### config.mk
export PLATFORM = sky130hd
export DESIGN_NAME = kt_result
export DESIGN_NICKNAME = d
export VERILOG_FILES = /design/src/design/kt_pkg.sv /design/src/design/kt_result.sv
export SDC_FILE = /design/constraint.sdc
export NUM_CORES = 1
export LEC_CHECK = 0
export ABC_AREA = 1
export BUFFER_PORTS_ARGS = -buffer_cell sky130_fd_sc_hd__buf_2
export CORE_MARGIN = 3
export CORE_UTILIZATION = 43
export DETAILED_ROUTE_END_ITERATION = 10
export PLACE_DENSITY_LB_ADDON = 0.08
export SETUP_SLACK_MARGIN = 0.5
export SLEW_MARGIN = 20
export SYNTH_ARGS = -nofsm -noshare
export SYNTH_HDL_FRONTEND = slang
export SYNTH_SLANG_ARGS = --single-unit
### constraint.sdc
create_clock -name aclk -period 5.8 [get_ports aclk]
set_clock_uncertainty 0.2 [all_clocks]
set_input_delay 0.87 -clock aclk [delete_from_list [all_inputs] [get_ports aclk]]
set_output_delay 0.87 -clock aclk [all_outputs]
set_load 0.05 [all_outputs]
### src/design/kt_pkg.sv
`timescale 1ns / 1ps
// ----------------------------------------------------------------------------
// kt_pkg: shared definitions of the Kendall tau correlator
// Field widths, the token control group that travels down the cell chain,
// and the state type of the result engine.
// ----------------------------------------------------------------------------
package kt_pkg;

    localparam int MAX_PAIRS_DEF = 1024;   // default cell count
    localparam int SAMPLE_W      = 32;     // Q16.16 sample width
    localparam int TAU_W         = 16;     // Q2.14 result width
    localparam int TOTAL_W       = 19;     // reported pair count width
    localparam int USED_W        = 11;     // reported item count width
    localparam int QUO_W         = 15;     // quotient bits, tau magnitude <= 16384
    localparam int STEP_W        = 4;      // counts the quotient bits

    // Control group of one token in the chain.
    typedef struct packed {
        logic valid;   // a token occupies this stage
        logic last;    // token closes the data set
        logic keep;    // token is stored (store was not full)
        logic seek;    // token has not reached its own slot yet
    } kt_tok_t;

    typedef enum logic [1:0] {
        ST_IDLE,
        ST_MUL,
        ST_DIV,
        ST_OUT
    } kt_state_t;

endpackage

### src/design/kt_result.sv
`timescale 1ns / 1ps
// ----------------------------------------------------------------------------
// kt_result: accumulation and tau division at the end of the chain
// Sums the per-token counts of a data set and, on the closing token, forms
// tau-a with a restoring divider of one quotient bit per cycle.
// ----------------------------------------------------------------------------
module kt_result
    import kt_pkg::*;
#(
    parameter int MAX_PAIRS = MAX_PAIRS_DEF
) (
    input  logic                         aclk,
    input  logic                         aresetn,
    input  kt_tok_t                      tok_i,
    input  logic [$clog2(MAX_PAIRS)-1:0] c_i,
    input  logic [$clog2(MAX_PAIRS)-1:0] d_i,
    output logic                         adv_o,
    output logic                         m_valid,
    input  logic                         m_ready,
    output logic signed [TAU_W-1:0]      m_tau_q14,
    output logic [TOTAL_W-1:0]           m_concordant_total,
    output logic [TOTAL_W-1:0]           m_discordant_total,
    output logic [USED_W-1:0]            m_pairs_used,
    output logic                         m_capacity_overflow
);

    localparam int     NW       = $clog2(MAX_PAIRS + 1);
    localparam longint MAX_CNT  = longint'(MAX_PAIRS) * (MAX_PAIRS - 1) / 2;
    localparam int     AW       = $clog2(MAX_CNT + 1);
    localparam int     DW       = 2 * NW;

    kt_state_t         state_reg, state_next;
    logic [AW-1:0]     acc_c_reg, acc_c_next;
    logic [AW-1:0]     acc_d_reg, acc_d_next;
    logic [NW-1:0]     n_reg, n_next;
    logic              drop_reg, drop_next;
    logic [AW-1:0]     res_c_reg, res_c_next;
    logic [AW-1:0]     res_d_reg, res_d_next;
    logic [NW-1:0]     res_n_reg, res_n_next;
    logic              res_drop_reg, res_drop_next;
    logic              neg_reg, neg_next;
    logic [DW-1:0]     den_reg, den_next;
    logic [DW-1:0]     rem_reg, rem_next;
    logic [QUO_W-1:0]  quo_reg, quo_next;
    logic [STEP_W-1:0] step_reg, step_next;

    logic [AW-1:0] sum_c;
    logic [AW-1:0] sum_d;
    logic [NW-1:0] sum_n;
    logic          sum_drop;
    logic          take;
    logic [AW-1:0] mag;
    logic [DW:0]   rem_sh;
    logic          rem_ge;

    // The chain stalls only when a closing token waits for a busy engine.
    assign adv_o = !(tok_i.valid && tok_i.last && (state_reg != ST_IDLE));
    assign take  = adv_o && tok_i.valid;

    always_comb begin
        sum_c    = acc_c_reg + (tok_i.keep ? AW'(c_i) : AW'(0));
        sum_d    = acc_d_reg + (tok_i.keep ? AW'(d_i) : AW'(0));
        sum_n    = n_reg + NW'(tok_i.keep);
        sum_drop = drop_reg || !tok_i.keep;
        mag      = (res_d_reg > res_c_reg) ? (res_d_reg - res_c_reg)
                                           : (res_c_reg - res_d_reg);
        rem_sh   = {rem_reg, 1'b0};
        rem_ge   = rem_sh >= {1'b0, den_reg};

        state_next    = state_reg;
        acc_c_next    = acc_c_reg;
        acc_d_next    = acc_d_reg;
        n_next        = n_reg;
        drop_next     = drop_reg;
        res_c_next    = res_c_reg;
        res_d_next    = res_d_reg;
        res_n_next    = res_n_reg;
        res_drop_next = res_drop_reg;
        neg_next      = neg_reg;
        den_next      = den_reg;
        rem_next      = rem_reg;
        quo_next      = quo_reg;
        step_next     = step_reg;

        if (take) begin
            if (tok_i.last) begin
                res_c_next    = sum_c;
                res_d_next    = sum_d;
                res_n_next    = sum_n;
                res_drop_next = sum_drop;
                acc_c_next    = '0;
                acc_d_next    = '0;
                n_next        = '0;
                drop_next     = 1'b0;
                state_next    = ST_MUL;
            end else begin
                acc_c_next = sum_c;
                acc_d_next = sum_d;
                n_next     = sum_n;
                drop_next  = sum_drop;
            end
        end

        case (state_reg)
            ST_IDLE: begin
            end
            ST_MUL: begin
                den_next  = DW'(res_n_reg) * DW'(res_n_reg - NW'(1));
                neg_next  = res_d_reg > res_c_reg;
                rem_next  = DW'(mag);
                quo_next  = '0;
                step_next = '0;
                if (res_n_reg < NW'(2)) begin
                    state_next = ST_OUT;
                end else begin
                    state_next = ST_DIV;
                end
            end
            ST_DIV: begin
                rem_next  = rem_ge ? DW'(rem_sh - {1'b0, den_reg}) : DW'(rem_sh);
                quo_next  = {quo_reg[QUO_W-2:0], rem_ge};
                step_next = step_reg + STEP_W'(1);
                if (step_reg == STEP_W'(QUO_W - 1)) begin
                    state_next = ST_OUT;
                end
            end
            ST_OUT: begin
                if (m_ready) begin
                    state_next = ST_IDLE;
                end
            end
            default: begin
                state_next = ST_IDLE;
            end
        endcase
    end

    always_ff @(posedge aclk) begin
        if (!aresetn) begin
            state_reg <= ST_IDLE;
            acc_c_reg <= '0;
            acc_d_reg <= '0;
            n_reg     <= '0;
            drop_reg  <= 1'b0;
        end else begin
            state_reg <= state_next;
            acc_c_reg <= acc_c_next;
            acc_d_reg <= acc_d_next;
            n_reg     <= n_next;
            drop_reg  <= drop_next;
        end
    end

    always_ff @(posedge aclk) begin
        res_c_reg    <= res_c_next;
        res_d_reg    <= res_d_next;
        res_n_reg    <= res_n_next;
        res_drop_reg <= res_drop_next;
        neg_reg      <= neg_next;
        den_reg      <= den_next;
        rem_reg      <= rem_next;
        quo_reg      <= quo_next;
        step_reg     <= step_next;
    end

    assign m_valid             = (state_reg == ST_OUT);
    assign m_tau_q14           = neg_reg ? -$signed({1'b0, quo_reg})
                                         :  $signed({1'b0, quo_reg});
    assign m_concordant_total  = TOTAL_W'(res_c_reg);
    assign m_discordant_total  = TOTAL_W'(res_d_reg);
    assign m_pairs_used        = USED_W'(res_n_reg);
    assign m_capacity_overflow = res_drop_reg;

endmodule

# Word-level counts from Yosys, hierarchy flattened
# Cells that the tools add are included.
# word_totals
regBits,166
input_bits,27
romBits,0
mem_count,0
ram_bits,0
elab_cells,58
latch_bits,0
out_inout_bits,68
# classes
bitwise_logic,0
eq_ne,4
addsub,9
div,0
n_shift,0
n_reduce_logical,9
mux,18
n_mul,1
magnitude_cmp,3
# op_table
cell,n
2-to-1 mux 19 bit,3
one-hot mux 22 bit (2 select lines),1
adder 19 x 10 -> 19 bit,2
subtractor 19 bit,2
one-hot mux 15 bit (2 select lines),1
greater-or-equal comparator 23 x 22 -> 1 bit,1
multiplier 12 x 12 -> 22 bit,1
2-to-1 mux 22 bit,1
subtractor 22 bit,1
2-to-1 mux 10 bit,2
greater-than comparator 19 bit,1
2-to-1 mux 16 bit,1
negation 15 -> 16 bit,1
"subtractor 11 x 1 -> 12 bit, second input constant",1
adder 11 x 1 -> 11 bit,1
"< comparator 11 x 2 -> 1 bit, second input constant",1
2-to-1 mux 11 bit,1
2-to-1 mux 2 bit,4
one-hot mux 4 bit (2 select lines),1
one-hot mux 2 bit (3 select lines),1
"adder 4 x 1 -> 4 bit, second input constant",1
"== test 2 bit, second input constant",2
"== test 4 bit, second input constant",1
nonzero test 2 bit,2
6 further kinds,10

# Logic depth before layout (Yosys ltp)
# Gate-level depths: netlist (run 1).
# depth
word_depth,7
depth_mapped,30
mapped_depth_nobuf,28

# Least setup slack after synthesis (run 1)
# OpenSTA, ideal clock, no wires.
# synth_timing
path_kind,reg-to-reg
start,register res_n_reg[0] (netlist: m_pairs_used[0])
end,register den_reg[18] (data pin)
setup_slack_ps,-647
t_required_ps,5341
arrival_time_ps,5988
stages_incl_launch_ff,26
setup_ps,259
period_less_slack_ps,6447
path_buffers,2
cell_sequence,edfxtp_1 inv_2 buf_1 ha_1 nand4_1 nand3b_1 ha_1 clkbuf_1 inv_1 nand2_1 fa_1 fa_1 inv_1 fa_1 fa_1 inv_1 fa_1 inv_1 ha_1 a21oi_1 nand2_1 nand2_1 nand3b_1 nand3_1 nand2_1 xor2_1
# synth_via
elab_chain_cells,2
# synth_lines
element,line,source
"start, declared",kt_result.sv:39,"logic [NW-1:0] res_n_reg, res_n_next;"
"start signal, assigned",kt_result.sv:157,res_n_reg <= res_n_next;
subtractor 11 x 1 -> 12 bit,kt_result.sv:108,den_next = DW'(res_n_reg) * DW'(res_n_reg - NW'(1));
multiplier 12 x 12 -> 22 bit *,kt_result.sv:108,
"end signal, assigned",kt_result.sv:160,den_reg <= den_next;
"end, declared",kt_result.sv:42,"logic [DW-1:0] den_reg, den_next;"
# Every way passes the cells marked *; elsewhere a longest branch is shown, timed or not.
# A chain may end at the register's enable or synchronous reset.

# Final worst setup path (run 1)
# layout_timing
start,register res_n_reg[2] (netlist: m_pairs_used[2])
end,register den_reg[18] (data pin)
# Same word-level chain as after synthesis.

==> qor.yml, run 1 <==
outcome:
  status: "finished clean"
floorplanning:
  start_util: 0.439
  core_um2: 38000
  dieArea_um2: 41300
  ioPinCount: 95
  die_h_um: 203
  core.rowCount: 71
  dieWidth_um: 203
timing:
  worst_pin_slew_ns: 0.932
  slew_viol_final: 0
  fin_crit_sh: 0.991
  post-route-min-period_ns: 5.75
  setup_viol: 0
  rsz0062_at_grt: "yes"
  maxSlewHeadroom: 0.377
  hold_violations: 0
  fmax_mhz: 174
clock_tree:
  cts_tree: "yes"
  cts-buffers-inserted: 17
  clk_latency_ns: 0.47
  cts_buffer_depth: 2
  cts_root_buf: "clkbuf_16"
  ctsHoldBuffers: 0
  htreeDepth: 4
  cts_num_sinks: 165
  clkTransAtPathRegs_ns: 0.07
setup_path:
  crit_arrival_ns: 5.75
  rr_startpoint: "m_pairs_used[2]"
  path_class: "reg -> reg"
  start_kind: "flop"
  worstSetupEndpointType: "flop"
  r2r_cells: 18
  r2r-end: "den_reg[18]"
  ff2ff_setup_slack_ns: 0.05
  cp_data_required_time_ns: 5.80
  crit_fanout: 8
min_path:
  holdPathEnd: "drop_reg"
  hold_depth: 2
  min_path_type: "reg -> reg"
  hold_path.startpoint: "drop_reg"
pwr:
  p_per_area_nw_per_um2: 364
  p_leak_nw: 9.74
  pwr-share-seq: 0.224
  pwr-share-clk: 0.157
  max-vdd-ir-drop_mv: 0.322
  p_comb_frac: 0.620
  switching_share: 0.445
  power_mw: 6.99
  p_int_mw: 3.88
  netSwitchingPower_mw: 3.11
detailed_routing:
  ant_nets: 0
  wl_um: 45600
  drtIter0Drc: 878
  routed_via_density: 4.96
  num_vias: 14500
  wl_per_cell_um: 15.6
  drc: 0
  first_pass_iters: 5
logic_synthesis:
  syn_avg_cell_area_um2: 7.35
  netlist_instances: 2273
  synth_area_leaders: "edfxtp_1 (20%), nand2_1 (14%), ha_1 (12%), fa_1 (11%), inv_1 (9.4%)"
  synth_cell_types: 45
  syn_nets: 2560
  yosys.area.top_type: "edfxtp_1"
  ys_ff_latch: 165
  syn_area_um2: 16700
  ys_seq_area_frac: 0.265
  synthDominantCellAreaShare: 0.203
  ys_warn_count: 0
global_route:
  overflow: 0
  grt_pass1_wl_um: 73700
  antenna_found_initial: 0
  track_usage: 0.224
  grt_pass1_vias: 14200
  grt_start_max_net_pins: 52
placement:
  dp_hpwl_um: 37000
  port_buffers: 93
  gp_congestion: 0.904
  placed_cells: 2865
cells_and_area:
  antenna_cells: 0
  stdcell_count: 2927
  drive_gt1_frac: 0.137
  nNetsFinal: 2690
  largest_reg_flops: 22
  area_growth_syn_to_layout_pct: 14.8
flow_run:
  drv_cap: 0
## metrics by stage
step                utilization  TNS (ns)  cell area [um2]  hold slack (ns)  setup slack (ns)
floorplan                     -         0            17000            0.232            0.0235
detailed placement        0.475    -0.214            18100            0.261            -0.120
global placement          0.475    -0.107            18100            0.241           -0.0596
CTS                       0.497         0            18900            0.270            0.0532
global route              0.505    -0.828            19200            0.299            -0.192
finish                    0.505         0            19200            0.272            0.0522
## kinds of logic after synthesis
family                   after synthesis  synth area share
AO/OA/AOI/OAI                        227            0.0723
XOR/XNOR                              82            0.0434
buffers and inverters                483             0.113
adder cells (fa/ha/maj)              260             0.237
flip-flops                           165             0.265
AND/OR/NAND/NOR                     1056             0.268
## metal layers
metal,global-route usage,routed length [um],vias to the layer above
li1,-,-,7394
met4,0.0501,690,0
met5,0,0,-
met1,0.325,22400,6761
met3,0.0369,2340,43
met2,0.354,20200,320
## synth_stat cells, drive strengths merged
cell type  count
clkinv         1
xnor2         18
nand3        139
a31oi          2
or2            7
a21oi        147
nor3          25
inv          428
xor2          64
nand2b         2
nand4         33
and2          21
clkbuf        29
ha           165
and3           1
dfxtp         52
nor4           2
o21ai         58
buf           25
nand3b        12
o21bai         8
a21o           7
fa            95
edfxtp       113
o211ai         5
nor2         166
nand2        648
## layout by cell type (no fill, tap or decap), drive strengths merged, types with 2 or more instances in the layout
cell and n:
nand3b 12, nand2 648, nand2b 2, xor2 64, nor2 166, ha 165
nor3 25, dfxtp 52, buf 165, clkinvlp 7, and2 21, a31oi 2
o211ai 5, or2 7, a21oi 147, clkinv 5, clkbuf 19, o21ai 58
edfxtp 113, nand4 33, nand3 139, inv 430, xnor2 18, nor4 2
o21bai 8, fa 95, a21o 7
## worst max-delay path, cell delays in order, from the launching register on
cell and delay, ns:
edfxtp_1 0.44, nor4_4 0.34, nand4_1 0.17, nand3b_1 0.24
ha_4 0.28, buf_12 0.14, nor2_1 0.15, fa_1 0.48
fa_1 0.54, fa_1 0.53, fa_1 0.53, ha_1 0.36
ha_4 0.27, a21oi_1 0.19, o21ai_2 0.09, nand3b_1 0.20
nand3_1 0.11, nand2_1 0.06, xor2_1 0.15
## how the worst max path moves through the flow
stage,slack (ns),depth (start not counted),start,end
2_1_floorplan,0.02,25,m_pairs_used[4],den_reg[18]
3_3_place_gp,-0.06,20,m_pairs_used[4],den_reg[18]
3_5_place_dp,-0.12,20,m_pairs_used[4],den_reg[18]
4_1_cts,0.05,21,m_pairs_used[3],den_reg[18]
5_1_grt,-0.19,21,m_pairs_used[2],den_reg[18]
6_report,0.05,18,m_pairs_used[2],den_reg[18]
## area by class of cell
cell class / instances / area (um2)
Timing Repair Buffer: 165 / 1050
Clock inverter: 13 / 119
Fill cell: 3901 / 18800
Inverter: 429 / 1630
Clock buffer: 19 / 433
Multi-Input combinational cell: 1625 / 10900
Sequential cell: 165 / 4430
Tap cell: 511 / 639
## power groups by stage
stage	sequential (mW)	clock (mW)	combinational, mW
6_report	1.56	1.09	4.33
5_1_grt	1.57	1.16	4.87
4_1_cts	1.57	1.11	4.02
3_5_place_dp	1.59	0	3.68
3_3_place_gp	1.59	0	3.66
2_1_floorplan	1.63	0	2.77
## timing repair
item / CTS / global route
pin swaps: 8 / 32
buffers inserted: 13 / 17
resized for setup: 27 / 40
endpoints found under the setup margin: 12 / 14
Note: power is estimated with default switching activity, not from simulation.
==> run 2, diff against run 1 <==
--- a/config.mk
+++ b/config.mk
@@ -8,7 +8,7 @@
 export ABC_AREA = 1
 export BUFFER_PORTS_ARGS = -buffer_cell sky130_fd_sc_hd__buf_2
 export CORE_MARGIN = 3
-export CORE_UTILIZATION = 43
+export CORE_UTILIZATION = 57
 export DETAILED_ROUTE_END_ITERATION = 10
 export PLACE_DENSITY_LB_ADDON = 0.08
 export SETUP_SLACK_MARGIN = 0.5
==> run 2 against run 1 <==
Via count is 2.5% higher; non-clock buffer count is 12 lower; sequential cell count stayed put; clock power is 6% higher; worst setup slack better by 0.016 ns; highest routed layer unchanged; largest cell class unchanged; register-to-register slack better by 0.02 ns.
==> qor.yml, run 2 (synthesis gave the netlist of run 1 again) <==
timing:
  setup_viol: 0
  worst_pin_slew_ns: 0.885
  fin_crit_sh: 0.988
  rsz0062_at_grt: "yes"
  slew_viol_final: 0
  maxSlewHeadroom: 0.410
  post-route-min-period_ns: 5.73
  fmax_mhz: 174
  layout_setup_ws_ns: 0.0677
  hold_violations: 0
detailed_routing:
  drc: 0
  first_pass_iters: 6
  ant_nets: 0
  wl_per_cell_um: 16.0
  drtIter0Drc: 1100
  routed_via_density: 5.34
  num_vias: 14900
  wl_um: 44500
floorplanning:
  ioPinCount: 95
  dieArea_um2: 31400
  core.rowCount: 62
  dieWidth_um: 177
  core_um2: 28800
  die_h_um: 177
  start_util: 0.581
clock_tree:
  clk_latency_ns: 0.44
  clkTransAtPathRegs_ns: 0.08
  cts_num_sinks: 165
  htreeDepth: 4
  ctsHoldBuffers: 0
  cts_tree: "yes"
  cts_root_buf: "clkbuf_16"
  cts-buffers-inserted: 17
  cts_buffer_depth: 2
global_route:
  grt_pass1_wl_um: 71000
  overflow: 0
  antenna_found_initial: 0
  grt_start_max_net_pins: 52
  grt_pass1_vias: 14100
  track_usage: 0.283
placement:
  dp_hpwl_um: 34900
  port_buffers: 93
  pre_cts_ws_ns: -0.0671
  gp_congestion: 0.929
  placed_cells: 2732
  dpl_cell_area_um2: 17800
cells_and_area:
  area_growth_syn_to_layout_pct: 13.2
  fin_area_um2: 18900
  final_common_cell: "nand2_1"
  nNetsFinal: 2678
  final_util: 0.657
  antenna_cells: 0
  largest_reg_flops: 22
  final_cell_mix: "nand2_1 (625), inv_1 (396), ha_1 (146)"
  drive_gt1_frac: 0.133
  fillCellCount: 2535
  stdcell_count: 2788
outcome:
  status: "finished clean"
pwr:
  power_mw: 7.19
  max-vdd-ir-drop_mv: 0.412
  p_leak_nw: 9.70
  p_per_area_nw_per_um2: 380
setup_path:
  crit_chain: "nor4_4 > nand4_1 > nand3b_1 > ha_4 > inv_2 > nand2_2 > fa_1 > fa_2 > inv_2 > fa_2 > fa_1 > inv_1 > fa_1 > inv_2 > ha_4 > a21oi_2 > o21ai_1 > nand3_1 > nand4_1 > xor2_1"
  crit_fanout: 8
  cpPeakStageDelay_ns: 0.56
  start_kind: "flop"
  worstSetupEndpointType: "flop"
  cp_data_required_time_ns: 5.78
  path_class: "reg -> reg"
  crit_arrival_ns: 5.72
  crit_path_top_delay_cell: "fa_2"
flow_run:
  drv_cap: 0
min_path:
  min_path_type: "reg -> reg"
## run 2: power breakdown
part	total, mW	switching, mW	internal [mW]	leakage, nW
sequential	1.56	0.0617	1.50	1.48
combinational	4.48	2.58	1.90	7.93
clock	1.15	0.574	0.577	0.290
total	7.19	3.22	3.98	9.70
## run 2: per-stage QoR
step | TNS (ns) | hold WS, ns
after floorplan | 0 | 0.232
after global placement | -0.0271 | 0.243
after detailed placement | -0.111 | 0.248
after CTS | 0 | 0.260
after global routing | -0.473 | 0.287
final | 0 | 0.263
## run 2: layer usage
metal / vias to the layer above / part of all wire / wire, um / track usage
li1: 7377 / - / - / -
met4: 0 / 0.019 / 824 / 0.0661
met5: - / 0 / 0 / 0
met1: 6996 / 0.48 / 21200 / 0.411
met2: 439 / 0.45 / 20100 / 0.449
met3: 66 / 0.054 / 2390 / 0.0399
## run 2: area by class of cell
class | instances | area (um2) | area share
multi-input combinational | 1625 | 10900 | 0.574
sequential | 165 | 4430 | 0.234
inverter | 429 | 1620 | 0.0859
timing repair buffer | 153 | 927 | 0.0490
tap | 384 | 480 | 0.0254
clock buffer | 17 | 425 | 0.0225
clock inverter | 15 | 164 | 0.00867
## run 2: critical path, delay by kind of cell (launching register included)
family / cells / cell delay, ns
simple gates: 6 / 1.01
compound gates: 2 / 0.34
fa+ha+maj: 7 / 3.05
xor+xnor: 1 / 0.17
buf+inv: 4 / 0.21
flops: 1 / 0.50
## run 2: final timing paths
check	startpoint	endpoint	slack, ns	cells past startpoint
hold / removal	drop_reg	drop_reg	0.26	2
hold reg to reg	drop_reg	drop_reg	0.26	2
setup reg to reg	m_pairs_used[3]	den_reg[19]	0.07	20
setup / recovery	m_pairs_used[3]	den_reg[19]	0.07	20
## run 2: what timing repair did
item / in CTS / in global routing
endpoints found under the setup margin: 12 / 12
setup buffers: 11 / 13
pin swaps: 10 / 15
gates resized for setup: 18 / 46
