===== config.mk =====
export PLATFORM = sky130hd
export DESIGN_NAME = kt_cell
export DESIGN_NICKNAME = d
export VERILOG_FILES = /design/src/design/kt_pkg.sv /design/src/design/kt_cell.sv
export SDC_FILE = /design/constraint.sdc
export NUM_CORES = 1
export LEC_CHECK = 0
export BUFFER_PORTS_ARGS = -buffer_cell sky130_fd_sc_hd__clkbuf_2
export CORE_UTILIZATION = 52
export DETAILED_ROUTE_END_ITERATION = 8
export HOLD_SLACK_MARGIN = 0.02
export PLACE_DENSITY = 0.8
export SETUP_SLACK_MARGIN = 0.5
export SYNTH_ARGS = -nofsm -noshare
export SYNTH_HDL_FRONTEND = slang
export SYNTH_SLANG_ARGS = --single-unit

===== constraint.sdc =====
create_clock -name aclk -period 3.44 [get_ports aclk]
set_clock_uncertainty 0.05 [all_clocks]
set_input_delay 0.172 -clock aclk [delete_from_list [all_inputs] [get_ports aclk]]
set_output_delay 0.172 -clock aclk [all_outputs]
set_load 0.05 [all_outputs]

===== src/design/kt_pkg.sv =====
`timescale 1ns / 1ps
// ----------------------------------------------------------------------------
// kt_pkg: shared definitions of the Kendall tau correlator
// Field widths, the token control group that travels down the cell chain,
// and the state type of the result engine.
// ----------------------------------------------------------------------------
package kt_pkg;

    localparam int MAX_PAIRS_DEF = 1024;   // default cell count
    localparam int SAMPLE_W      = 32;     // Q16.16 sample width
    localparam int TAU_W         = 16;     // Q2.14 result width
    localparam int TOTAL_W       = 19;     // reported pair count width
    localparam int USED_W        = 11;     // reported item count width
    localparam int QUO_W         = 15;     // quotient bits, tau magnitude <= 16384
    localparam int STEP_W        = 4;      // counts the quotient bits

    // Control group of one token in the chain.
    typedef struct packed {
        logic valid;   // a token occupies this stage
        logic last;    // token closes the data set
        logic keep;    // token is stored (store was not full)
        logic seek;    // token has not reached its own slot yet
    } kt_tok_t;

    typedef enum logic [1:0] {
        ST_IDLE,
        ST_MUL,
        ST_DIV,
        ST_OUT
    } kt_state_t;

endpackage


===== src/design/kt_cell.sv =====
`timescale 1ns / 1ps
// ----------------------------------------------------------------------------
// kt_cell: one cell of the comparison chain
// Holds one stored sample pair. A passing token that still seeks its slot
// either claims this cell as its slot or is compared against the pair held here.
// ----------------------------------------------------------------------------
module kt_cell
    import kt_pkg::*;
#(
    parameter int MAX_PAIRS = MAX_PAIRS_DEF,
    parameter int CELL_IDX  = 0
) (
    input  logic                         aclk,
    input  logic                         aresetn,
    input  logic                         adv,
    input  kt_tok_t                      tok_i,
    input  logic [$clog2(MAX_PAIRS)-1:0] idx_i,
    input  logic signed [SAMPLE_W-1:0]   x_i,
    input  logic signed [SAMPLE_W-1:0]   y_i,
    input  logic [$clog2(MAX_PAIRS)-1:0] c_i,
    input  logic [$clog2(MAX_PAIRS)-1:0] d_i,
    output kt_tok_t                      tok_o,
    output logic [$clog2(MAX_PAIRS)-1:0] idx_o,
    output logic signed [SAMPLE_W-1:0]   x_o,
    output logic signed [SAMPLE_W-1:0]   y_o,
    output logic [$clog2(MAX_PAIRS)-1:0] c_o,
    output logic [$clog2(MAX_PAIRS)-1:0] d_o
);

    localparam int IW = $clog2(MAX_PAIRS);

    logic signed [SAMPLE_W-1:0] sx_reg;
    logic signed [SAMPLE_W-1:0] sy_reg;
    kt_tok_t                    tok_reg;
    kt_tok_t                    tok_next;
    logic [IW-1:0]              idx_reg;
    logic signed [SAMPLE_W-1:0] x_reg;
    logic signed [SAMPLE_W-1:0] y_reg;
    logic [IW-1:0]              c_reg;
    logic [IW-1:0]              d_reg;

    logic hit;
    logic cmp;
    logic xgt, xlt, ygt, ylt;
    logic conc, disc;

    always_comb begin
        hit  = tok_i.valid && tok_i.keep && tok_i.seek && (idx_i == IW'(CELL_IDX));
        cmp  = tok_i.valid && tok_i.keep && tok_i.seek && !hit;
        xgt  = sx_reg > x_i;
        xlt  = sx_reg < x_i;
        ygt  = sy_reg > y_i;
        ylt  = sy_reg < y_i;
        conc = cmp && ((xgt && ygt) || (xlt && ylt));
        disc = cmp && ((xgt && ylt) || (xlt && ygt));
        tok_next      = tok_i;
        tok_next.seek = tok_i.seek && !hit;
    end

    always_ff @(posedge aclk) begin
        if (!aresetn) begin
            tok_reg <= '0;
        end else if (adv) begin
            tok_reg <= tok_next;
        end
    end

    always_ff @(posedge aclk) begin
        if (adv) begin
            idx_reg <= idx_i;
            x_reg   <= x_i;
            y_reg   <= y_i;
            c_reg   <= c_i + IW'(conc);
            d_reg   <= d_i + IW'(disc);
            if (hit) begin
                sx_reg <= x_i;
                sy_reg <= y_i;
            end
        end
    end

    assign tok_o = tok_reg;
    assign idx_o = idx_reg;
    assign x_o   = x_reg;
    assign y_o   = y_reg;
    assign c_o   = c_reg;
    assign d_o   = d_reg;

endmodule


; Yosys cells after proc, flatten, opt, wreduce, memory -nomap -nowiden
; Cells that the tools add are included.
[word_totals]
in_bits = 101
reg_bits = 162
output_inout_bits = 98
elab_cells = 33
[op_classes]
order_cmp = 4
n_reduce_logical = 16
addsub = 2
[op_table]
columns = cell, n
row1 = $gt 32x32->1, 2
row2 = $lt 32x32->1, 2
row3 = $add 10x1->10, 2
row4 = $logic_and 1x1->1, 11
row5 = $logic_not 10->1, 1
row6 = $logic_or 1x1->1, 2
row7 = $reduce_and 2->1, 1
row8 = $logic_not 1->1, 1

; Logic depth before layout (Yosys ltp)
; Gate-level depths: netlist of the first run.
[depth]
depth_word = 7
ltp_mapped = 14
mapped_depth_nobuf = 14

; Least setup slack after synthesis of the first run
; Ideal clock, no wire load.
[synth_path]
kind = input port to flip-flop
start = in idx_i[5]
end = reg sx_reg[0], enable pin
path_buffers = 0
stages = 3
required_time_ns = 2.960
arrival_time_ns = 2.586
setup_slack_ns = 0.374
cell_sequence = or4_1 -> nor4_1 -> and3_1
[synth_via]
elab_chain_cells = 3
[synth_rtl]
columns = item, line_no
row1 = start: declaration, kt_cell.sv:17  ; input logic [$clog2(MAX_PAIRS)-1:0] idx_i,
row2 = $logic_not 10->1, kt_cell.sv:48  ; hit = tok_i.valid && tok_i.keep && tok_i.seek && (idx_i == IW'(CELL_IDX));
row3 = $logic_and 1x1->1, kt_cell.sv:48
row4 = $reduce_and 2->1 (no source line), n/a
row5 = end signal: assignment, kt_cell.sv:76  ; sx_reg <= x_i;
row6 = end: declaration, kt_cell.sv:32  ; logic signed [SAMPLE_W-1:0] sx_reg;
; No other way between the ends.
; A chain may end at the register's enable or synchronous reset.

; Worst setup path after layout of the first run
[layout_path]
start = reg sx_reg[19]
end = reg c_reg[8] (netlist: c_o[8]) (data pin)
[layout_via]
elab_chain_cells = 5
word_cells_on_any_way = 7
cone_classes = add/sub: 1 / order compare: 2 / reduce/logical: 4
[layout_rtl]
columns = item, line_no
row1 = $gt 32x32->1 / $lt 32x32->1 (equally long branches), "kt_cell.sv:50, kt_cell.sv:51"
row2 = $logic_and 1x1->1, kt_cell.sv:54  ; conc = cmp && ((xgt && ygt) || (xlt && ylt));
row3 = $logic_or 1x1->1 (*), kt_cell.sv:54
row4 = $logic_and 1x1->1 (*), kt_cell.sv:54
row5 = $add 10x1->10 (*), kt_cell.sv:73  ; c_reg <= c_i + IW'(conc);
row6 = end signal: assignment, kt_cell.sv:73
row7 = end: declaration, kt_cell.sv:39  ; logic [IW-1:0] c_reg;
; Every way passes the cells marked *; elsewhere a longest branch is shown, timed or not.

==> results of run 1 <==
==> critical path: stages (launching register included) <==
cell	delay, ps
edfxtp_1	460
ha_4	320
nand4_1	160
or4_4	580
o221ai_4	220
o41ai_4	140
o32ai_2	240
ha_2	310
ha_4	190
nand4_1	130
xnor2_1	160
==> power groups by stage <==
stage	sequential, mW	clock (mW)	combinational [mW]
after floorplan	2.66	0	0.0963
after global placement	2.33	0	0.624
after detailed placement	2.34	0	0.636
after CTS	2.30	1.95	0.747
after global routing	2.31	2.02	0.827
final	2.30	1.95	0.785
==> synth_stat cells (2+ instances only) <==
master	count	share of area
edfxtp_1	158	0.69
nand3_1	11	0.0080
nand2b_1	2	0.0018
a211oi_1	2	0.0022
nor2b_1	5	0.0045
and3_1	4	0.0036
o21ai_0	8	0.0058
xnor2_1	13	0.016
mux2i_1	4	0.0058
a21oi_1	25	0.018
nor4_1	3	0.0027
xor2_1	3	0.0038
nor2_1	10	0.0054
or4_1	4	0.0043
ha_1	68	0.12
nand4_1	16	0.014
a21o_1	7	0.0076
inv_1	67	0.036
dfxtp_1	4	0.012
o32ai_1	2	0.0025
nand2_1	24	0.013
==> timing repair <==
item,4_1_cts,5_1_grt
endpoints found under the hold margin,161,0
pin swaps,31,23
setup buffers,6,7
gates resized for setup,39,29
hold buffers,92,0
endpoints found under the setup margin,18,18
==> cell families (layout without fill, tap and decap cells) <==
family | count (synthesis) | in the layout
AO/OA/AOI/OAI | 54 | 54
flip-flops | 162 | 162
multiplexers | 4 | 4
XOR/XNOR | 16 | 16
buffers and inverters | 68 | 407
AND/OR/NAND/NOR | 86 | 86
adder cells (fa/ha/maj) | 68 | 68
==> final timing paths <==
check	slack, ps	end	depth (start not counted)	startpoint
hold reg to reg	490	tok_o[1]$_SDFFE_PN0P_	2	tok_o[1]$_SDFFE_PN0P_
setup reg to reg	230	c_o[8]$_DFFE_PP_	10	sx_reg[19]$_DFFE_PP_
setup / recovery	230	c_o[8]$_DFFE_PP_	10	sx_reg[19]$_DFFE_PP_
hold / removal	60	c_o[3]$_DFFE_PP_	2	c_i[3]
==> final cells by class <==
class | count | area share
clock inverter | 10 | 0.0129
clock buffer | 22 | 0.0465
sequential | 162 | 0.473
tap | 172 | 0.0211
inverter | 67 | 0.0246
multi-input combinational | 228 | 0.220
timing repair buffer | 308 | 0.202
==> cells in the final DEF, fill, tap and decap left out, types with 8 or more instances in the layout <==
| master | count |
|---|---|
| nor2_1 | 8 |
| nand2_1 | 20 |
| clkbuf_2 | 197 |
| a21oi_1 | 22 |
| clkbuf_16 | 17 |
| xnor2_1 | 12 |
| ha_4 | 13 |
| inv_1 | 67 |
| nand3_1 | 8 |
| nand4_1 | 16 |
| ha_1 | 53 |
| buf_4 | 17 |
| dlygate4sd3_1 | 92 |
| edfxtp_1 | 158 |
==> per-layer routing <==
metal	share of wire	vias up	wire, um
li1	-	2359	-
met1	0.38	2515	6830
met2	0.53	239	9730
met3	0.060	47	1090
met4	0.029	0	534
met5	0	-	0
==> metrics by stage <==
stage / hold WS, ps / util / instance area, um^2
final: 60.7 / 0.799 / 10200
after global routing: 64.1 / 0.799 / 10200
after CTS: 21.6 / 0.779 / 9960
after detailed placement: 315 / 0.638 / 8150
after global placement: 311 / 0.638 / 8150
after floorplan: 221 / - / 6910
==> flow_summary.json, run 1 <==
{
  "synth.net_count": 627,
  "finalSetupViolations": 0,
  "via_per_inst": 5.33,
  "postSynth.topFlopCell": "edfxtp_1",
  "first_pass_iters": 5,
  "clkTransAtPathRegs_ps": 60,
  "initial_core_utilization": 0.541,
  "wl_per_cell_um": 18.8,
  "drc": 0,
  "p_int_mw": 3.71,
  "clk_root_buffer_cell": "clkbuf_16",
  "period_share": 0.934,
  "post_synth.cell_area_avg_um2": 15.1,
  "synth_adder_area_share": 0.123,
  "dr.first_iter.drc_count": 365,
  "register_area_um2": 4820,
  "nets": 953,
  "hold_class": "in -> reg",
  "cts.htree.levels": 4,
  "die_h_um": 117,
  "total_of_max_cap_violations": 0,
  "die-area_um2": 13700,
  "syn_area_um2": 6910,
  "synth-seq-area-share": 0.699,
  "arrival_ps": 3350,
  "power.share.combinational": 0.156,
  "floorplan.rows": 41,
  "powerDensity_nw_per_um2": 493,
  "total_leakage_power_nw": 4.40,
  "relSlewSlack": 0.548,
  "grt_setup_unrepaired": "true",
  "pin_count_of_the_biggest_net_entering_global_routing": 54,
  "dp.cells": 832,
  "clkLatencyLatePin_ps": 430,
  "grt_antenna_before_repair": 0,
  "cts_sinks": 162,
  "synth_cell_types": 39,
  "routabilityCongestion": 0.817,
  "worstSetupPathType": "reg -> reg",
  "status": "complete, no violations",
  "switchingPower_mw": 1.33,
  "fillerInstances": 664,
  "number_of_flops_mapped_to_enable_cells_by_yosys": 158,
  "timing_max_transition_violations_final": 0,
  "critical_path_capture_point_type": "flip-flop",
  "route.final.wire_length_um": 18200,
  "grt_pass1_vias": 5176,
  "synth.area.mux_share": 0.00580,
  "power.sequential.fraction": 0.457,
  "grt.overflow.total": 0,
  "floorplan.core_area_um2": 12800,
  "postSynth.asyncResetShare": 0,
  "place_worst_setup_slack_ps": 72.0,
  "routed_vias": 5160,
  "grt_use_met3": 0.0695,
  "instances_no_fill": 969,
  "post_synth_xor_area_fraction": 0.0203,
  "final.setup.tns_ps": 0,
  "footprint_of_the_multi_input_gates_um2": 2250,
  "global_route.usage.met2": 0.471,
  "synth_cells": 458,
  "main_combinational_cell_family_by_area_after_synthesis": "adder cells",
  "groute.usage.overall": 0.260,
  "switching_share": 0.263,
  "tightestPinTransition_ps": 678,
  "maximum_clock_insertion_buffer_count": 2,
  "tritoncts": "yes",
  "place.port_buffers": 198,
  "finalHoldViolCount": 0,
  "final.setup.worst_slack_ps": 225,
  "synth-compound-area-share": 0.0498,
  "pwr-share-clk": 0.387,
  "met1_usage": 0.288,
  "clock.fmax_ghz": 0.311,
  "design_power_total_mw": 5.03,
  "grt-busiest-layer": "met2",
  "detailed_place_hpwl_um": 9910,
  "ios": 199,
  "drive_above_1_share": 0.369,
  "worst_setup_path_start_kind": "flip-flop",
  "post_route_antenna_net_violation_count": 0,
  "flow.area_growth_from_synthesis_pct": 47.7,
  "synth_simple_gate_area_frac": 0.0654,
  "yosys_warnings": 0,
  "cts_made_buffers": 17,
  "path_max_fanout": 4,
  "chipWidth_um": 117,
  "ir_worst_vdd_v": 0.000522,
  "insertedDiodeCount": 0,
  "number_of_synthesized_register_bits": 162,
  "cp.required_ps": 3570,
  "finalCriticalPeriod_ps": 3210,
  "grt_pass1_wl_um": 25900
}
No activity file was read; power rests on OpenSTA's default activity.
==> inputs of run 2 (changes only) <==
Settings changed: BUFFER_PORTS_ARGS -buffer_cell sky130_fd_sc_hd__clkbuf_2 to not set, CELL_PAD_IN_SITES_DETAIL_PLACEMENT set to 1, CELL_PAD_IN_SITES_GLOBAL_PLACEMENT set to 2, CORE_UTILIZATION 52 to 43, DONT_BUFFER_PORTS set to 1, PLACE_DENSITY 0.8 to not set, PLACE_DENSITY_LB_ADDON set to 0.1.
==> flow_summary.json, run 2 (synthesis gave the netlist of run 1 again) <==
{
  "finalCriticalPeriod_ps": 3120,
  "switching_share": 0.267,
  "tritoncts": "yes",
  "pwr-share-clk": 0.384,
  "cts.htree.levels": 4,
  "ir_worst_vdd_v": 0.000377,
  "initial_core_utilization": 0.448,
  "period_share": 0.907,
  "nets": 760,
  "grt_pass1_vias": 4631,
  "finalSetupViolations": 0,
  "switchingPower_mw": 1.27,
  "clock.fmax_ghz": 0.320,
  "ios": 199,
  "timing_max_transition_violations_final": 0,
  "first_pass_iters": 4,
  "layout.cells.most_common_list": "edfxtp_1, dlygate4sd3_1, inv_1",
  "total_leakage_power_nw": 3.57,
  "worst_path_largest_cell_delay_ps": 590,
  "worst_setup_path_start_kind": "flip-flop",
  "hold_class": "in -> reg",
  "tightestPinTransition_ps": 578,
  "route.final.wire_length_um": 16200,
  "status": "complete, no violations",
  "cpMaxStageDelayCell": "or4_4",
  "drc": 0,
  "design_power_total_mw": 4.77,
  "place_worst_setup_slack_ps": -78.7,
  "relSlewSlack": 0.615,
  "power.share.combinational": 0.064,
  "cpLargestDelayFamily": "simple AND/OR/NAND/NOR gates",
  "finalHoldViolCount": 0,
  "wl_per_cell_um": 19.8,
  "drive_above_1_share": 0.147,
  "instance_area_after_placement_um2": 7200,
  "total_of_max_cap_violations": 0,
  "place.port_buffers": 0,
  "pin_count_of_the_biggest_net_entering_global_routing": 99,
  "final_cell_area_um2": 9270,
  "cts_sinks": 162,
  "final.setup.tns_ps": 0,
  "powerDensity_nw_per_um2": 514,
  "grt.overflow.total": 0,
  "crit_path_frequent_cell": "ha_4",
  "p_int_mw": 3.49,
  "worst-r2r-cell-count": 11,
  "critical_path_capture_point_type": "flip-flop",
  "cts_made_buffers": 17,
  "grt_setup_unrepaired": "true",
  "routed_vias": 4184,
  "layout.cells.most_common": "edfxtp_1",
  "path_max_fanout": 4,
  "grt_antenna_before_repair": 0,
  "dr.first_iter.drc_count": 146,
  "clk_root_buffer_cell": "clkbuf_16",
  "cell_count_along_the_critical_path": 11,
  "routabilityCongestion": 0.700,
  "post_route_antenna_net_violation_count": 0,
  "flow.area_growth_from_synthesis_pct": 34.1,
  "chipWidth_um": 129,
  "clkLatencyLatePin_ps": 420,
  "die-area_um2": 16600,
  "floorplan.rows": 45,
  "clkTransAtPathRegs_ps": 60,
  "cell_depth_of_the_worst_min_delay_path": 4,
  "die_h_um": 129,
  "critical_path.cell_chain": "ha_4 -> nand4_1 -> or4_4 -> o221ai_4 -> o41ai_4 -> buf_4 -> o32ai_4 -> ha_4 -> ha_4 -> nand4_1 -> xnor2_1",
  "worstSetupPathType": "reg -> reg",
  "groute.usage.overall": 0.201,
  "maximum_clock_insertion_buffer_count": 2,
  "cp.required_ps": 3560,
  "detailed_place_hpwl_um": 9320,
  "cp.buffers_inverters": 1,
  "power.sequential.fraction": 0.553,
  "post-route-util": 0.601,
  "arrival_ps": 3240,
  "grt_pass1_wl_um": 24100,
  "final.setup.worst_slack_ps": 318,
  "floorplan.core_area_um2": 15400,
  "via_per_inst": 5.13
}
[run 2: power groups by stage]
stage               sequential (mW)  clock [mW]  combinational (mW)
floorplan                      2.66           0              0.0963
global placement               2.68           0               0.117
detailed placement             2.68           0               0.121
CTS                            2.63        1.86               0.287
global route                   2.64        1.92               0.335
finish                         2.63        1.83               0.304
[run 2: area by class of cell]
type | instances | area, um^2
multi-input combinational | 228 | 2200
clock buffer | 21 | 470
clock inverter | 11 | 101
sequential | 162 | 4820
fill | 1476 | 6160
timing repair buffer | 115 | 1150
inverter | 67 | 251
tap | 211 | 264
antenna | 1 | 2.50
[run 2: repair_timing]
item,4_1_cts,5_1_grt
setup buffers,9,4
gates resized for setup,46,16
hold buffers,100,0
pin swaps,31,12
hold endpoints to repair,256,0
setup endpoints to repair,20,19
[run 2: path summary, 6_finish.rpt]
check / end / startpoint / slack, ps
setup / recovery: c_o[8]$_DFFE_PP_ / sx_reg[19]$_DFFE_PP_ / 320
hold / removal: c_o[9]$_DFFE_PP_ / c_i[1] / 100
setup reg to reg: c_o[8]$_DFFE_PP_ / sx_reg[19]$_DFFE_PP_ / 320
hold reg to reg: tok_o[2]$_SDFFE_PN0P_ / tok_o[2]$_SDFFE_PN0P_ / 730
[run 2: worst register-to-register path, delay by kind of cell, from the launching register on]
kind | cells | cell delay [ps]
AOI/OAI and AO/OA | 3 | 570
xor gates and xnor gates | 1 | 150
adders and majority gates | 3 | 670
buffers and inverters | 1 | 170
DFF | 1 | 410
and+or+nand+nor | 3 | 840
[run 2: per-stage QoR]
step | std cells | hold slack, ps
2_1_floorplan | 458 | 221
3_3_place_gp | 670 | 221
3_5_place_dp | 670 | 221
4_1_cts | 811 | 78.5
5_1_grt | 815 | 120
6_report | 816 | 105
[run 2: per-layer routing]
metal / global-route usage / wire, um
met5: 0 / 0
met2: 0.357 / 8580
met4: 0.0893 / 342
met3: 0.0636 / 799
met1: 0.219 / 6460
==> inputs of run 3 (changes only) <==
Clock period 3.44 ns to 3.1 ns, I/O delays scaled along.
==> flow_summary.json, run 3 (synthesis gave the netlist of run 1 again) <==
{
  "status": "finished with violations",
  "failed_checks": "negative hold slack, negative setup slack",
  "die_h_um": 129,
  "clock.fmax_ghz": 0.320,
  "final.setup.worst_slack_ps": -22.9,
  "powerDensity_nw_per_um2": 577,
  "grt_antenna_before_repair": 0,
  "cpMaxStageDelayCell": "edfxtp_1",
  "post_route_antenna_net_violation_count": 0,
  "cpLargestDelayFamily": "simple AND/OR/NAND/NOR gates",
  "layout.cells.most_common": "edfxtp_1",
  "drive_above_1_share": 0.145,
  "clkLatencyLatePin_ps": 420,
  "route.final.wire_length_um": 16500,
  "finalSetupViolations": 2,
  "critical_path.cell_chain": "ha_4 -> nand4_1 -> or2_4 -> a211oi_4 -> nor4b_4 -> o221ai_4 -> o41ai_4 -> buf_4 -> o32ai_2 -> ha_2 -> and3_4 -> nand4_1 -> xnor2_1",
  "floorplan.rows": 45,
  "p_int_mw": 4.03,
  "timing.rr.end": "d_o[9]$_DFFE_PP_",
  "worst_setup_path_start_kind": "flip-flop",
  "via_per_inst": 5.11,
  "reg2reg_slack_ps": -20,
  "power.share.combinational": 0.057,
  "routabilityCongestion": 0.716,
  "first_pass_iters": 6,
  "tritoncts": "yes",
  "place.port_buffers": 0,
  "final_cell_area_um2": 9290,
  "groute.usage.overall": 0.207,
  "clk_root_buffer_cell": "clkbuf_16",
  "grt.overflow.total": 0,
  "cp.required_ps": 3220,
  "fin_hold_ws_ps": -192,
  "design_power_total_mw": 5.36,
  "arrival_ps": 3240,
  "layout.cells.most_common_list": "edfxtp_1, dlygate4sd3_1, inv_1",
  "crit_reg_reg_startpoint": "sx_reg[14]$_DFFE_PP_",
  "crit_path_frequent_cell": "nand4_1",
  "chipWidth_um": 129,
  "footprint_of_the_multi_input_gates_um2": 2150,
  "routed_vias": 4219,
  "insertedDiodeCount": 0,
  "floorplan.core_area_um2": 15400,
  "detailed_place_hpwl_um": 9480,
  "finalHoldViolCount": 94,
  "die-area_um2": 16600,
  "worst-r2r-cell-count": 13,
  "tightestPinTransition_ps": 536,
  "initial_core_utilization": 0.448,
  "cts.htree.levels": 4,
  "clkTransAtPathRegs_ps": 60,
  "hold_class": "in -> reg",
  "worstSetupPathType": "reg -> reg",
  "relSlewSlack": 0.642,
  "cp.buffers_inverters": 1,
  "cts_sinks": 162,
  "cts_made_buffers": 17,
  "flow.area_growth_from_synthesis_pct": 34.5,
  "timing_max_transition_violations_final": 0,
  "nets": 772,
  "grt_setup_unrepaired": "true",
  "maximum_clock_insertion_buffer_count": 2,
  "grt_pass1_wl_um": 25000,
  "register_area_um2": 4820,
  "path_max_fanout": 3,
  "worst_path_largest_cell_delay_ps": 420,
  "total_of_max_cap_violations": 0,
  "power.sequential.fraction": 0.545,
  "critical_path_capture_point_type": "flip-flop",
  "pin_count_of_the_biggest_net_entering_global_routing": 100,
  "finalCriticalPeriod_ps": 3120,
  "fillerInstances": 1459,
  "dr.first_iter.drc_count": 149,
  "hold_start": "adv",
  "ios": 199,
  "switchingPower_mw": 1.33,
  "cell_depth_of_the_worst_min_delay_path": 0,
  "wl_per_cell_um": 20.0,
  "crit_path_start": "sx_reg[14]$_DFFE_PP_",
  "switching_share": 0.248,
  "period_share": 1.01,
  "worst_hold_path.endpoint": "idx_o[6]$_DFFE_PP_",
  "drc": 0,
  "ir_worst_vdd_v": 0.000416,
  "instance_area_after_placement_um2": 7360,
  "pwr-share-clk": 0.397,
  "grt_pass1_vias": 4647,
  "total_leakage_power_nw": 3.62
}
run 3: changes by cell type in the layout (fill, tap and decap cells not counted), sizes merged:
cell	delta
buf	+9
clkbuf	+1
bufinv	+3
inv	-3
clkinvlp	-3
dlygate4sd3	+3
diode	-1
run 3: layer usage:
| layer | share of wire | wire length, um | up-vias | GRT usage |
|---|---|---|---|---|
| met1 | 0.40 | 6690 | 2089 | 0.245 |
| met5 | 0 | 0 | - | 0 |
| li1 | - | - | 1990 | - |
| met4 | 0.018 | 293 | 0 | 0.0920 |
| met2 | 0.54 | 8850 | 120 | 0.361 |
| met3 | 0.042 | 692 | 20 | 0.0449 |
run 3: per-stage QoR:
step / utilization / worst slack [ps] / instances / setup TNS (ps)
after CTS: 0.589 / 3.68 / 816 / 0
after floorplan: - / 313 / 458 / 0
final: 0.602 / -22.9 / 825 / -38.8
after global placement: 0.477 / -143 / 681 / -732
after detailed placement: 0.477 / -134 / 681 / -710
after global routing: 0.602 / -187 / 825 / -1900
run 3: layout make-up:
class / count / area share
sequential: 162 / 0.519
timing repair buffer: 127 / 0.131
multi-input combinational: 228 / 0.231
clock buffer: 22 / 0.0478
inverter: 67 / 0.0271
clock inverter: 8 / 0.0147
tap: 211 / 0.0284
run 3: power by group through the flow:
stage | Clock (mW) | Sequential (mW) | Combinational [mW]
2_1_floorplan | 0 | 2.95 | 0.111
3_3_place_gp | 0 | 2.97 | 0.142
3_5_place_dp | 0 | 2.97 | 0.147
4_1_cts | 2.16 | 2.92 | 0.291
5_1_grt | 2.25 | 2.93 | 0.343
6_report | 2.13 | 2.92 | 0.308
run 3: worst max-delay path by stage:
stage	endpoint	slack [ps]	cells past startpoint
final	d_o[9]$_DFFE_PP_	-20	13
after global routing	d_o[9]$_DFFE_PP_	-190	12
after CTS	c_o[8]$_DFFE_PP_	4	10
after detailed placement	d_o[8]$_DFFE_PP_	-130	12
after global placement	d_o[9]$_DFFE_PP_	-140	12
after floorplan	c_o[9]$_DFFE_PP_	310	11
run 3: timing repair:
action,in CTS,in global routing
pin swaps,7,12
setup buffers,5,7
endpoints found under the setup margin,20,20
resized for setup,17,17
hold endpoints to repair,256,98
gates cloned,0,0
hold buffers,100,2
